File: src/design/pde_pkg.sv
// Shared types, constants and helper functions for the polynomial derivative evaluator.
package pde_pkg;

    localparam int DATA_W         = 32;  // Q16.16 word
    localparam int DEG_W          = 3;   // degree and derivative order width
    localparam int CFG_IDX_W      = 4;   // config register index width
    localparam int FACT_W         = 10;  // largest falling factorial is 6! = 720
    localparam int MAX_DEGREE_DEF = 6;
    localparam int FRAC_BITS_DEF  = 16;

    // config register indexes
    localparam logic [CFG_IDX_W-1:0] CFG_DEGREE = CFG_IDX_W'(0);
    localparam logic [CFG_IDX_W-1:0] CFG_COEFF0 = CFG_IDX_W'(1);

    typedef enum logic [2:0] {
        ST_IDLE,
        ST_SETUP,
        ST_MUL,
        ST_ACC,
        ST_DONE
    } t_state;

    typedef struct packed {
        logic capture;   // latch x and order, work out the top index
        logic setup;     // load acc with the top scaled coefficient
        logic mul;       // acc * x, scale the next coefficient
        logic acc;       // shift, add, clamp, step the index down
        logic load_out;  // move the result into the output register
    } t_cmd;

    typedef struct packed {
        logic done;       // no Horner steps left
        logic last_step;  // the step under way is the final one
        logic out_free;   // output register can take a result
    } t_status;

    // (j+k)!/j!, for j + k up to 6
    function automatic logic [FACT_W-1:0] fall_fact(input logic [DEG_W-1:0] j,
                                                    input logic [DEG_W-1:0] k);
        int f;
        int jj;
        int kk;
        f  = 1;
        jj = int'(j);
        kk = int'(k);
        for (int m = 1; m <= 6; m++) begin
            if (m > jj && m <= jj + kk) begin
                f = f * m;
            end
        end
        return FACT_W'(f);
    endfunction

endpackage

File: src/design/pde_ctrl.sv
// Sequencer for the Horner evaluation: setup, multiply/accumulate loop, result hand-off.
module pde_ctrl
    import pde_pkg::*;
(
    input  logic    i_clk,
    input  logic    i_rst_n,
    input  logic    i_valid,
    output logic    o_ready,
    input  t_status i_status,
    output t_cmd    o_cmd
);

    t_state r_state;
    t_state n_state;

    always_ff @(posedge i_clk) begin
        if (!i_rst_n) begin
            r_state <= ST_IDLE;
        end else begin
            r_state <= n_state;
        end
    end

    always_comb begin
        n_state = r_state;
        case (r_state)
            ST_IDLE: begin
                if (i_valid) begin
                    n_state = ST_SETUP;
                end
            end
            ST_SETUP: begin
                n_state = i_status.done ? ST_DONE : ST_MUL;
            end
            ST_MUL: begin
                n_state = ST_ACC;
            end
            ST_ACC: begin
                n_state = i_status.last_step ? ST_DONE : ST_MUL;
            end
            ST_DONE: begin
                if (i_status.out_free) begin
                    n_state = ST_IDLE;
                end
            end
            default: begin
                n_state = ST_IDLE;
            end
        endcase
    end

    always_comb begin
        o_cmd   = '0;
        o_ready = 1'b0;
        case (r_state)
            ST_IDLE: begin
                o_ready       = 1'b1;
                o_cmd.capture = i_valid;
            end
            ST_SETUP: begin
                o_cmd.setup = 1'b1;
            end
            ST_MUL: begin
                o_cmd.mul = 1'b1;
            end
            ST_ACC: begin
                o_cmd.acc = 1'b1;
            end
            ST_DONE: begin
                o_cmd.load_out = i_status.out_free;
            end
            default: begin
                o_ready = 1'b0;
            end
        endcase
    end

`ifndef NO_ASSERTIONS
    // a finished result waits while the output register is held
    a_done_holds: assert property (@(posedge i_clk) disable iff (!i_rst_n)
        (r_state == ST_DONE && !i_status.out_free) |=> (r_state == ST_DONE))
        else $error("result left DONE while output was blocked");

    // every accepted transaction goes through setup next
    a_accept_setup: assert property (@(posedge i_clk) disable iff (!i_rst_n)
        (o_ready && i_valid) |=> (r_state == ST_SETUP))
        else $error("accepted transaction did not enter setup");

    // input side is open only while idle
    a_ready_idle: assert property (@(posedge i_clk) disable iff (!i_rst_n)
        o_ready == (r_state == ST_IDLE))
        else $error("ready outside idle");
`endif

endmodule

File: src/design/pde_dp.sv
// Datapath: config registers, coefficient scaling, Horner multiply/accumulate, output register.
module pde_dp
    import pde_pkg::*;
#(
    parameter int MAX_DEGREE = MAX_DEGREE_DEF,
    parameter int FRAC_BITS  = FRAC_BITS_DEF
) (
    input  logic                     i_clk,
    input  logic                     i_rst_n,
    input  logic                     i_cfg_wr_en,
    input  logic [CFG_IDX_W-1:0]     i_cfg_index,
    input  logic [DATA_W-1:0]        i_cfg_data,
    input  logic signed [DATA_W-1:0] i_point,
    input  logic [DEG_W-1:0]         i_order,
    input  t_cmd                     i_cmd,
    output t_status                  o_status,
    input  logic                     i_out_ready,
    output logic                     o_out_valid,
    output logic [DATA_W-1:0]        o_value,
    output logic                     o_sat
);

    localparam int NUM_COEFFS = MAX_DEGREE + 1;
    localparam int IDX_W      = $clog2(NUM_COEFFS);
    localparam int SC_W       = DATA_W + FACT_W + 1;
    localparam int PROD_W     = 2 * DATA_W;
    localparam int SUM_W      = PROD_W + 1;

    localparam logic [DEG_W-1:0]       MAX_DEG_V = DEG_W'(MAX_DEGREE);
    localparam logic signed [SC_W-1:0] SC_MAX    = $signed(SC_W'(2**(DATA_W-1) - 1));
    localparam logic signed [SC_W-1:0] SC_MIN    = ~SC_MAX;
    localparam logic signed [SUM_W-1:0] SUM_MAX  = $signed(SUM_W'(2**(DATA_W-1) - 1));
    localparam logic signed [SUM_W-1:0] SUM_MIN  = ~SUM_MAX;

    // config state
    logic [DEG_W-1:0]         r_degree;
    logic signed [DATA_W-1:0] r_coeff [NUM_COEFFS];

    // working registers
    logic signed [DATA_W-1:0] r_x;
    logic [DEG_W-1:0]         r_k;
    logic [DEG_W-1:0]         r_j;
    logic                     r_zero;
    logic signed [DATA_W-1:0] r_acc;
    logic                     r_sat;
    logic signed [PROD_W-1:0] r_prod;
    logic signed [DATA_W-1:0] r_d;
    logic                     r_dsat;

    // output register
    logic                     r_out_valid;
    logic [DATA_W-1:0]        r_out_value;
    logic                     r_out_sat;

    logic [DEG_W-1:0]         eff_deg;
    logic [DEG_W-1:0]         sel_j;
    logic [DEG_W-1:0]         coef_idx;
    logic signed [DATA_W-1:0] coef;
    logic [FACT_W-1:0]        fact;
    logic signed [SC_W-1:0]   sc_prod;
    logic signed [DATA_W-1:0] sc_val;
    logic                     sc_sat;
    logic signed [PROD_W-1:0] shifted;
    logic signed [SUM_W-1:0]  sum;
    logic signed [DATA_W-1:0] sum_val;
    logic                     sum_sat;

    assign eff_deg = (r_degree > MAX_DEG_V) ? MAX_DEG_V : r_degree;

    // coefficient for d[sel_j] of the k-th derivative
    assign sel_j    = i_cmd.mul ? (r_j - DEG_W'(1)) : r_j;
    assign coef_idx = sel_j + r_k;
    assign coef     = r_coeff[coef_idx[IDX_W-1:0]];
    assign fact     = fall_fact(sel_j, r_k);
    assign sc_prod  = coef * $signed({1'b0, fact});
    assign sc_sat   = (sc_prod > SC_MAX) || (sc_prod < SC_MIN);
    assign sc_val   = (sc_prod > SC_MAX) ? SC_MAX[DATA_W-1:0] :
                      (sc_prod < SC_MIN) ? SC_MIN[DATA_W-1:0] : sc_prod[DATA_W-1:0];

    // Horner step: floor shift of acc*x, add next coefficient, clamp
    assign shifted = r_prod >>> FRAC_BITS;
    assign sum     = shifted + r_d;
    assign sum_sat = (sum > SUM_MAX) || (sum < SUM_MIN);
    assign sum_val = (sum > SUM_MAX) ? SUM_MAX[DATA_W-1:0] :
                     (sum < SUM_MIN) ? SUM_MIN[DATA_W-1:0] : sum[DATA_W-1:0];

    assign o_status.done      = r_zero || (r_j == '0);
    assign o_status.last_step = (r_j == DEG_W'(1));
    assign o_status.out_free  = !r_out_valid || i_out_ready;

    always_ff @(posedge i_clk) begin
        if (!i_rst_n) begin
            r_degree    <= '0;
            r_coeff     <= '{default: '0};
            r_out_valid <= 1'b0;
        end else begin
            if (i_cfg_wr_en) begin
                if (i_cfg_index == CFG_DEGREE) begin
                    r_degree <= i_cfg_data[DEG_W-1:0];
                end
                for (int i = 0; i < NUM_COEFFS; i++) begin
                    if (i_cfg_index == CFG_COEFF0 + CFG_IDX_W'(i)) begin
                        r_coeff[i] <= i_cfg_data;
                    end
                end
            end
            if (i_cmd.load_out) begin
                r_out_valid <= 1'b1;
            end else if (i_out_ready) begin
                r_out_valid <= 1'b0;
            end
        end
    end

    always_ff @(posedge i_clk) begin
        if (i_cmd.capture) begin
            r_x    <= i_point;
            r_k    <= i_order;
            r_zero <= i_order > eff_deg;
            r_j    <= eff_deg - i_order;
        end
        if (i_cmd.setup) begin
            r_acc <= r_zero ? '0 : sc_val;
            r_sat <= r_zero ? 1'b0 : sc_sat;
        end
        if (i_cmd.mul) begin
            r_prod <= r_acc * r_x;
            r_d    <= sc_val;
            r_dsat <= sc_sat;
        end
        if (i_cmd.acc) begin
            r_acc <= sum_val;
            r_sat <= r_sat | r_dsat | sum_sat;
            r_j   <= r_j - DEG_W'(1);
        end
        if (i_cmd.load_out) begin
            r_out_value <= r_acc;
            r_out_sat   <= r_sat;
        end
    end

    assign o_out_valid = r_out_valid;
    assign o_value     = r_out_value;
    assign o_sat       = r_out_sat;

`ifndef NO_ASSERTIONS
    // no Horner step runs past the constant term
    a_acc_index: assert property (@(posedge i_clk) disable iff (!i_rst_n)
        i_cmd.acc |-> (r_j != '0))
        else $error("Horner step with index already at zero");

    // order above degree gives a clean zero
    a_zero_result: assert property (@(posedge i_clk) disable iff (!i_rst_n)
        (i_cmd.load_out && r_zero) |=> (o_value == '0 && !o_sat))
        else $error("out-of-range order did not give zero");

    // a result never overwrites one that is still pending
    a_no_overwrite: assert property (@(posedge i_clk) disable iff (!i_rst_n)
        i_cmd.load_out |-> (!r_out_valid || i_out_ready))
        else $error("output register overwritten while stalled");
`endif

endmodule

File: src/design/polynomial_derivative_evaluator.sv
// Top level of the polynomial derivative evaluator: controller plus datapath.
// Usage:
//   Slave channel: s_axis_tdata carries the point x (signed Q16.16), s_axis_tuser
//   the derivative order k. One transaction in gives one transaction out on the
//   master channel: m_axis_tdata is the k-th derivative at x (signed Q16.16,
//   clamped), m_axis_tuser is set if any scaling or Horner step clamped.
//   Config port: write i_cfg_data to register i_cfg_index while i_cfg_wr_en is
//   high. Index 0 is the degree, 1..7 the coefficients c0..c6. Other indexes are
//   dropped. Write only while no transaction is in flight.
// Sequencing:
//   One item at a time. With t = min(degree, MAX_DEGREE) - k Horner steps
//   (t = 0 when k exceeds the degree), an accepted item passes through setup,
//   t Horner steps and done, where the result moves into the output register;
//   the next item is taken only after that, back in idle. Each Horner step is
//   a multiply state (acc*x, next coefficient scaled in parallel) and an
//   accumulate state (shift, add, clamp).
//   s_axis_tready is high in idle, so a new item is taken while the previous
//   result still sits in the output register.
// Reset: synchronous, active low; clears degree and coefficients to zero and
//   empties the output register. A stalled m_axis_tready holds the result and
//   holds the next item in its final state until the register frees.
module polynomial_derivative_evaluator
    import pde_pkg::*;
#(
    parameter int MAX_DEGREE = MAX_DEGREE_DEF,
    parameter int FRAC_BITS  = FRAC_BITS_DEF
) (
    input  logic                 i_clk,
    input  logic                 i_rst_n,
    // config write port
    input  logic                 i_cfg_wr_en,
    input  logic [CFG_IDX_W-1:0] i_cfg_index,
    input  logic [DATA_W-1:0]    i_cfg_data,
    // slave channel
    input  logic                 s_axis_tvalid,
    output logic                 s_axis_tready,
    input  logic [DATA_W-1:0]    s_axis_tdata,   // [31:0] point
    input  logic [DEG_W-1:0]     s_axis_tuser,   // [2:0] deriv_order
    // master channel
    output logic                 m_axis_tvalid,
    input  logic                 m_axis_tready,
    output logic [DATA_W-1:0]    m_axis_tdata,   // [31:0] value
    output logic                 m_axis_tuser    // [0] saturated
);

    t_cmd    cmd;
    t_status status;

    pde_ctrl u_ctrl (
        .i_clk    (i_clk),
        .i_rst_n  (i_rst_n),
        .i_valid  (s_axis_tvalid),
        .o_ready  (s_axis_tready),
        .i_status (status),
        .o_cmd    (cmd)
    );

    pde_dp #(
        .MAX_DEGREE (MAX_DEGREE),
        .FRAC_BITS  (FRAC_BITS)
    ) u_dp (
        .i_clk       (i_clk),
        .i_rst_n     (i_rst_n),
        .i_cfg_wr_en (i_cfg_wr_en),
        .i_cfg_index (i_cfg_index),
        .i_cfg_data  (i_cfg_data),
        .i_point     ($signed(s_axis_tdata)),
        .i_order     (s_axis_tuser),
        .i_cmd       (cmd),
        .o_status    (status),
        .i_out_ready (m_axis_tready),
        .o_out_valid (m_axis_tvalid),
        .o_value     (m_axis_tdata),
        .o_sat       (m_axis_tuser)
    );

endmodule
File: config.mk
export PLATFORM = sky130hd
export DESIGN_NAME = polynomial_derivative_evaluator
export DESIGN_NICKNAME = d
export VERILOG_FILES = /design/src/design/pde_pkg.sv /design/src/design/pde_ctrl.sv /design/src/design/pde_dp.sv /design/src/design/polynomial_derivative_evaluator.sv
export SDC_FILE = /design/constraint.sdc
export NUM_CORES = 2
export LEC_CHECK = 0
export BUFFER_PORTS_ARGS = -buffer_cell sky130_fd_sc_hd__buf_2
export CAP_MARGIN = 10
export CORE_MARGIN = 2
export CORE_UTILIZATION = 67
export CTS_BUF_LIST = sky130_fd_sc_hd__clkbuf_8
export DETAILED_ROUTE_END_ITERATION = 10
export PLACE_DENSITY = 0.84
export SETUP_SLACK_MARGIN = 0.4
export SYNTH_ARGS = -nofsm -noshare
export SYNTH_HDL_FRONTEND = slang
export SYNTH_SLANG_ARGS = --single-unit
File: constraint.sdc
create_clock -name i_clk -period 24.8 [get_ports i_clk]
set_input_delay 2.48 -clock i_clk [delete_from_list [all_inputs] [get_ports i_clk]]
set_output_delay 2.48 -clock i_clk [all_outputs]
set_load 0.05 [all_outputs]
Word level (Yosys, flattened, before mapping)
Index checks and enable logic that the tools add are counted.

Input bits: 76. Register bits: 433.

Multipliers: 5. Reductions and logical operators: 25. Eq/ne operators: 14. Bitwise gates (word level): 3. Magnitude comparators: 17. Add/sub/neg operators: 5. Multiplexer cells: 35.

Operators with widths (number): $mux W32 (12); $bmux W32 S3 (1); $le A4 B32 Y1 const A (3); $gt A65 B32 Y1 const B (1); $lt A65 B32 Y1 const B (1); $le A3 B32 Y1 const A (2); $mul A32 B32 Y64 (1); $add A48 B32 Y49 (1); $gt A43 B32 Y1 const B (1); $lt A43 B32 Y1 const B (1); $mul A32 B11 Y43 (1); $mul A32 B3 Y32 const B (1); $mul A32 B3 Y9 const B (1); $mul A32 B4 Y32 const B (1); $mux W3 (8); $reduce_and A2 Y1 (9); $eq A4 B3 Y1 const B (4); $pmux W3 S5 (1); $mux W1 (11); $mux W10 (1); $gt A3 B3 Y1 const A (3); $eq A4 B2 Y1 const B (2); $eq A3 B1 Y1 const B (2); $eq A3 B2 Y1 const B (2); 21 further kinds (33).

Logic depth before layout (Yosys ltp)
Depth in word-level cells: 21. Mapped depth: 54. Gate-level depth less buffers: 51.

Modules after synthesis
From an unflattened synthesis, not the netlist that was laid out.

Cell total of the unflattened synthesis: 7373. Area total of the unflattened synthesis: 67392.1 um2.

Modules (own cells, without submodules): pde_dp (cells an instance 7351, seq. area each 10149.7 um2, times used 1, area an instance 67184.4 um2); pde_ctrl (cells an instance 22, seq. area each 60.1 um2, times used 1, area an instance 207.7 um2).

Worst setup path before layout
Ideal clock, no wire load.

Path kind: register -> register. From: reg u_ctrl.r_state[2]. To: reg u_dp.r_acc[20], data pin. Cell stages (with the launch flop): 45. Arrival: 18.303 ns. Setup slack: 6.238 ns. Buffers on the path: 5. Clock period less this slack: 18.562 ns. Cell sequence: dfxtp_1 clkbuf_1 nor3b_1 o21ai_1 fa_1 xnor2_1 clkbuf_1 o31ai_1 ha_1 inv_1 nor2_1 fa_1 mux2_2 ha_1 ha_1 a21o_1 a21oi_1 xnor2_1 [... 9 more ...] inv_1 fa_1 inv_1 ha_1 nand3_1 a2111oi_0 a21oi_1 a211oi_1 o211ai_1 mux2_2 o21ai_0 nor4_1 nand4_1 o31ai_2 o21bai_4 buf_6 buf_6 a211o_1.

Word-level cells in the longest chain between the ends: 21.

Ends and longest elaborated chain: start: declaration (RTL line pde_ctrl.sv:13) `t_state r_state;`; start signal: assignment (RTL line pde_ctrl.sv:20) `r_state <= n_state;`; $eq A3 B2 Y1 (RTL line pde_ctrl.sv:55) `case (r_state)`; $mux W1 (RTL line pde_ctrl.sv:55); $mux W3 (RTL line pde_dp.sv:71) `assign sel_j = i_cmd.mul ? (r_j - DEG_W'(1)) : r_j;`; $add A3 B3 Y4; $le A3 B32 Y1 (RTL line pde_pkg.sv:47) `if (m > jj && m <= jj + kk) begin`; $logic_and A1 B1 Y1 (RTL line pde_pkg.sv:47); $mux W2 (RTL line pde_pkg.sv:47); $mul A32 B3 Y32 (RTL line pde_pkg.sv:48) `f = f * m;`; [... 5 more ...]; $mux W10 (RTL line pde_pkg.sv:47); $mul A32 B11 Y43 (RTL line pde_dp.sv:75) `assign sc_prod = coef * $signed({1'b0, fact});`; $lt A43 B32 Y1 (RTL line pde_dp.sv:78) `(sc_prod < SC_MIN) ? SC_MIN[DATA_W-1:0] : sc_prod[DATA_W-1:0];`; $mux W32 (RTL line pde_dp.sv:78); $mux W32 (RTL line pde_dp.sv:77) `assign sc_val = (sc_prod > SC_MAX) ? SC_MAX[DATA_W-1:0] :`; $mux W32 (RTL line pde_dp.sv:123) `r_acc <= r_zero ? '0 : sc_val;`; $mux W32 (RTL line pde_dp.sv:122) `if (i_cmd.setup) begin`; $mux W32 (*) (RTL line pde_dp.sv:131) `if (i_cmd.acc) begin`; end signal: assignment (RTL line pde_dp.sv:123); end signal: assignment (RTL line pde_dp.sv:132) `r_acc <= sum_val;`; end: declaration (RTL line pde_dp.sv:44) `logic signed [DATA_W-1:0] r_acc;`.

Mark *: on every way between the ends. The rest lies on a longest branch, timed or not. The select of a mux whose other input is x is not followed. A chain may end at the register's enable or synchronous reset.

Final worst setup path
From: reg u_ctrl.r_state[2]. To: reg u_dp.r_acc[30], data pin.

The elaborated chain is that of the path after synthesis.

==> results_dict.tcl <==
set metrics [dict create \
    status "completed" \
    synth_area_leader_cell "fa_1" \
    holdCritPathClass "flop to flop" \
    layout.nets 9107 \
    gr-usage-all-layers_pct 34.3 \
    grt_pass1_wl_mm 281 \
    gp_congestion 0.944 \
    finalCritPeriodShare_pct 54.3 \
    rsz0062_at_grt "no" \
    critPathMaxFanout 49 \
    numClockSinks 417 \
    startpoint "u_ctrl.r_state[2]" \
    ys_seq_area_share_pct 15.2 \
    fmax_ghz 0.0742 \
    overflow 0 \
    dr.pass1.iters 6 \
    reg2reg_slack_ps 11330 \
    synthMuxAreaShare_pct 2.39 \
    crit_type "flop to flop" \
    fillCellCount 7392 \
    gr-max-usage-layer "met2" \
    finalWirelength_mm 169 \
    synth_top_area_share_pct 40.4 \
    drcViolationCount 0 \
    grt_max_degree 124 \
    clockBufferDepth 3 \
    vias_per_cell 5.86 \
    cpMostUsedCell "fa_1" \
    area_delta_synth_final_pct 4.85 \
    worstPathRequired_ps 25260 \
    synthFlopType "dfxtp_1" \
    die-area_um2 103000 \
    synth_cell_type_count 85 \
    h-tree-depth 3 \
    async_flop_share_pct 0 \
    dieWidth_um 321 \
    clk-insertion-delay-late_ps 800 \
    r2r_cells 46 \
    syn-cell-area_um2 67300 \
    synth_area_leaders "fa_1 40%, inv_1 8.6%, edfxtp_1 8.3%, nand2_1 8.3%, dfxtp_1 6.9%" \
    finalHoldViolCount 0 \
    cts_buffers 76 \
    synthAdderAreaFrac_pct 46.8 \
    io_buffers 110 \
    arrival_ps 13930 \
    slew_headroom_pct 18.8 \
    coreArea_um2 99900 \
    ant_nets 0 \
    synthSimpleGateAreaFrac_pct 14.9 \
    drtIter0Drc 4055 \
    hold_slack_ps 463 \
    drv_slew 0 \
    antenna_found_initial 11 \
    final.setup_skew_ps 103 \
    rows 116 \
    use_met2_pct 57.6 \
    worst_path_max_delay_cell "buf_4" \
    setup_tns_ps 0 \
    cp-end-kind "flop" \
    synth-edff-count 186 \
    start_util_pct 67.4 \
    tritoncts "done" \
    avgSynthCellArea_um2 9.10 \
    cpPeakStageDelay_ps 610 \
    io_pins 111 \
    crit_path_end "u_dp.r_acc[30]" \
    cts_resized 0 \
    die_y_um 321 \
    num_vias 50922 \
    synth_compound_area_share_pct 8.12 \
    finalSetupViolations 0 \
    wl_per_cell_um 19.4 \
    startpoint_type "flop" \
    tightest_slew_ps 1180 \
    grt_pass1_vias 55002 \
    ys_seq_elements 417 \
    rr_endpoint "u_dp.r_acc[30]" \
    max_cap_violations 0 \
    synth-xor-area-share_pct 1.87 \
    netlist_instances 7400 \
    cts_hold_buf 0 \
    fin_crit_ps 13470 \
    drive_above_1_share_pct 5.76 \
    grtUsageMet3_pct 6.38 \
    reg2reg_from "u_ctrl.r_state[2]" \
    dp_hpwl_mm 130 \
    grt_use_met1_pct 45.0 \
    clock-root-buffer "clkbuf_8" \
    ys.warnings.count 0 \
    clk_pin_slew_ps 60 \
    synth_top_family_by_area "adder cells" \
    post_cts_buffers 0 \
]
## placed cells by master, fill, tap and decap left out, types with 27 or more instances in the layout
cell      count
mux2i_1      55
xor2_1       50
a211o_1      30
and2_1      294
buf_4       110
inv_1      1559
clkbuf_8     82
nor2_1      210
nor3_1       60
o211ai_1     28
dfxtp_1     231
ha_1        346
a21boi_0    231
a21o_1       74
mux2_2       29
nand2_1    1483
o21ai_0     124
edfxtp_1    186
fa_1       1359
nand2b_1     52
buf_2       109
o21a_1       27
mux4_2       32
a21oi_1     158
xnor2_1      92
nand3_1      39
## through the flow
stage	cells	cell area, um2	util (%)	setup WS, ps
3_5_place_dp	8544	69000	69.1	11550
3_3_place_gp	8544	69000	69.1	11820
2_1_floorplan	7401	67300	-	6240
5_1_grt	8684	70600	70.7	10390
6_report	8686	70600	70.7	11330
4_1_cts	8680	70600	70.7	11470
## Yosys cell counts, types with 52 or more instances
library cell / n
a21boi_0: 231
o21ai_0: 126
fa_1: 1359
nand2_1: 1483
nor2_1: 211
and2_1: 294
nor3_1: 61
inv_1: 1545
a21o_1: 74
ha_1: 347
edfxtp_1: 186
a21oi_1: 161
clkbuf_1: 358
xnor2_1: 93
mux2i_1: 55
dfxtp_1: 231
nand2b_1: 52
## metal layers
metal	routed length (um)	share of wire, %	vias to the layer above
met2	82800	49	2355
met4	5900	3.5	12
li1	-	-	22282
met1	64800	38	25782
met5	63	0.037	-
met3	15000	8.9	491
## area by class of cell
type / instances / area, um2 / share of cell area [%]
clock buffers: 82 / 1130 / 1.60
clock inverters: 54 / 425 / 0.603
repair buffers: 220 / 1400 / 1.98
inverters: 1547 / 5810 / 8.22
multi-input cells: 5063 / 50000 / 70.8
well taps: 1298 / 1620 / 2.30
diodes: 5 / 12.5 / 0.0177
flip-flops and latches: 417 / 10200 / 14.5
## logic make-up after synthesis
kind of cell    count (synthesis)
simple gates                 2283
other cells                     1
buf+inv                      1921
flops                         417
mux                           117
xor+xnor                      144
compound gates                811
fa+ha+maj                    1706
## how the worst min path moves through the flow
stage | from | endpoint | slack, ps | cells past startpoint
2_1_floorplan | u_dp.r_sat | u_dp.o_sat | 430 | 0
3_3_place_gp | u_dp.r_coeff[183] | u_dp.r_coeff[183] | 450 | 2
3_5_place_dp | u_dp.r_coeff[112] | u_dp.r_coeff[112] | 460 | 2
4_1_cts | u_dp.r_coeff[53] | u_dp.r_coeff[53] | 470 | 2
5_1_grt | u_dp.r_coeff[46] | u_dp.r_coeff[46] | 480 | 2
6_report | u_dp.r_coeff[115] | u_dp.r_coeff[115] | 460 | 2
## critical path: cells and delay by family (launching register included)
family / cells / cell delay [ps]
fa+ha+maj: 11 / 4910
compound gates: 11 / 2700
buf+inv: 9 / 2010
simple gates: 10 / 1810
mux: 2 / 590
xor+xnor: 3 / 570
flops: 1 / 520
## state kept, by name (all words and copies together) (netlist names)
signal and count:
u_dp.o_out_valid 1, u_dp.r_d 32, u_dp.r_degree 3, u_ctrl.r_state 3, u_dp.r_sat 1, u_dp.r_coeff 224
u_dp.r_prod 48, u_dp.r_dsat 1, u_dp.r_x 32, u_dp.o_value 32, u_dp.r_zero 1, u_dp.r_k 3
u_dp.r_j 3, u_dp.o_sat 1, u_dp.r_acc 32
Power is left out: the tool's default activity adds up to more than one toggle a clock period on the data nets, which glitch-free logic cannot reach.
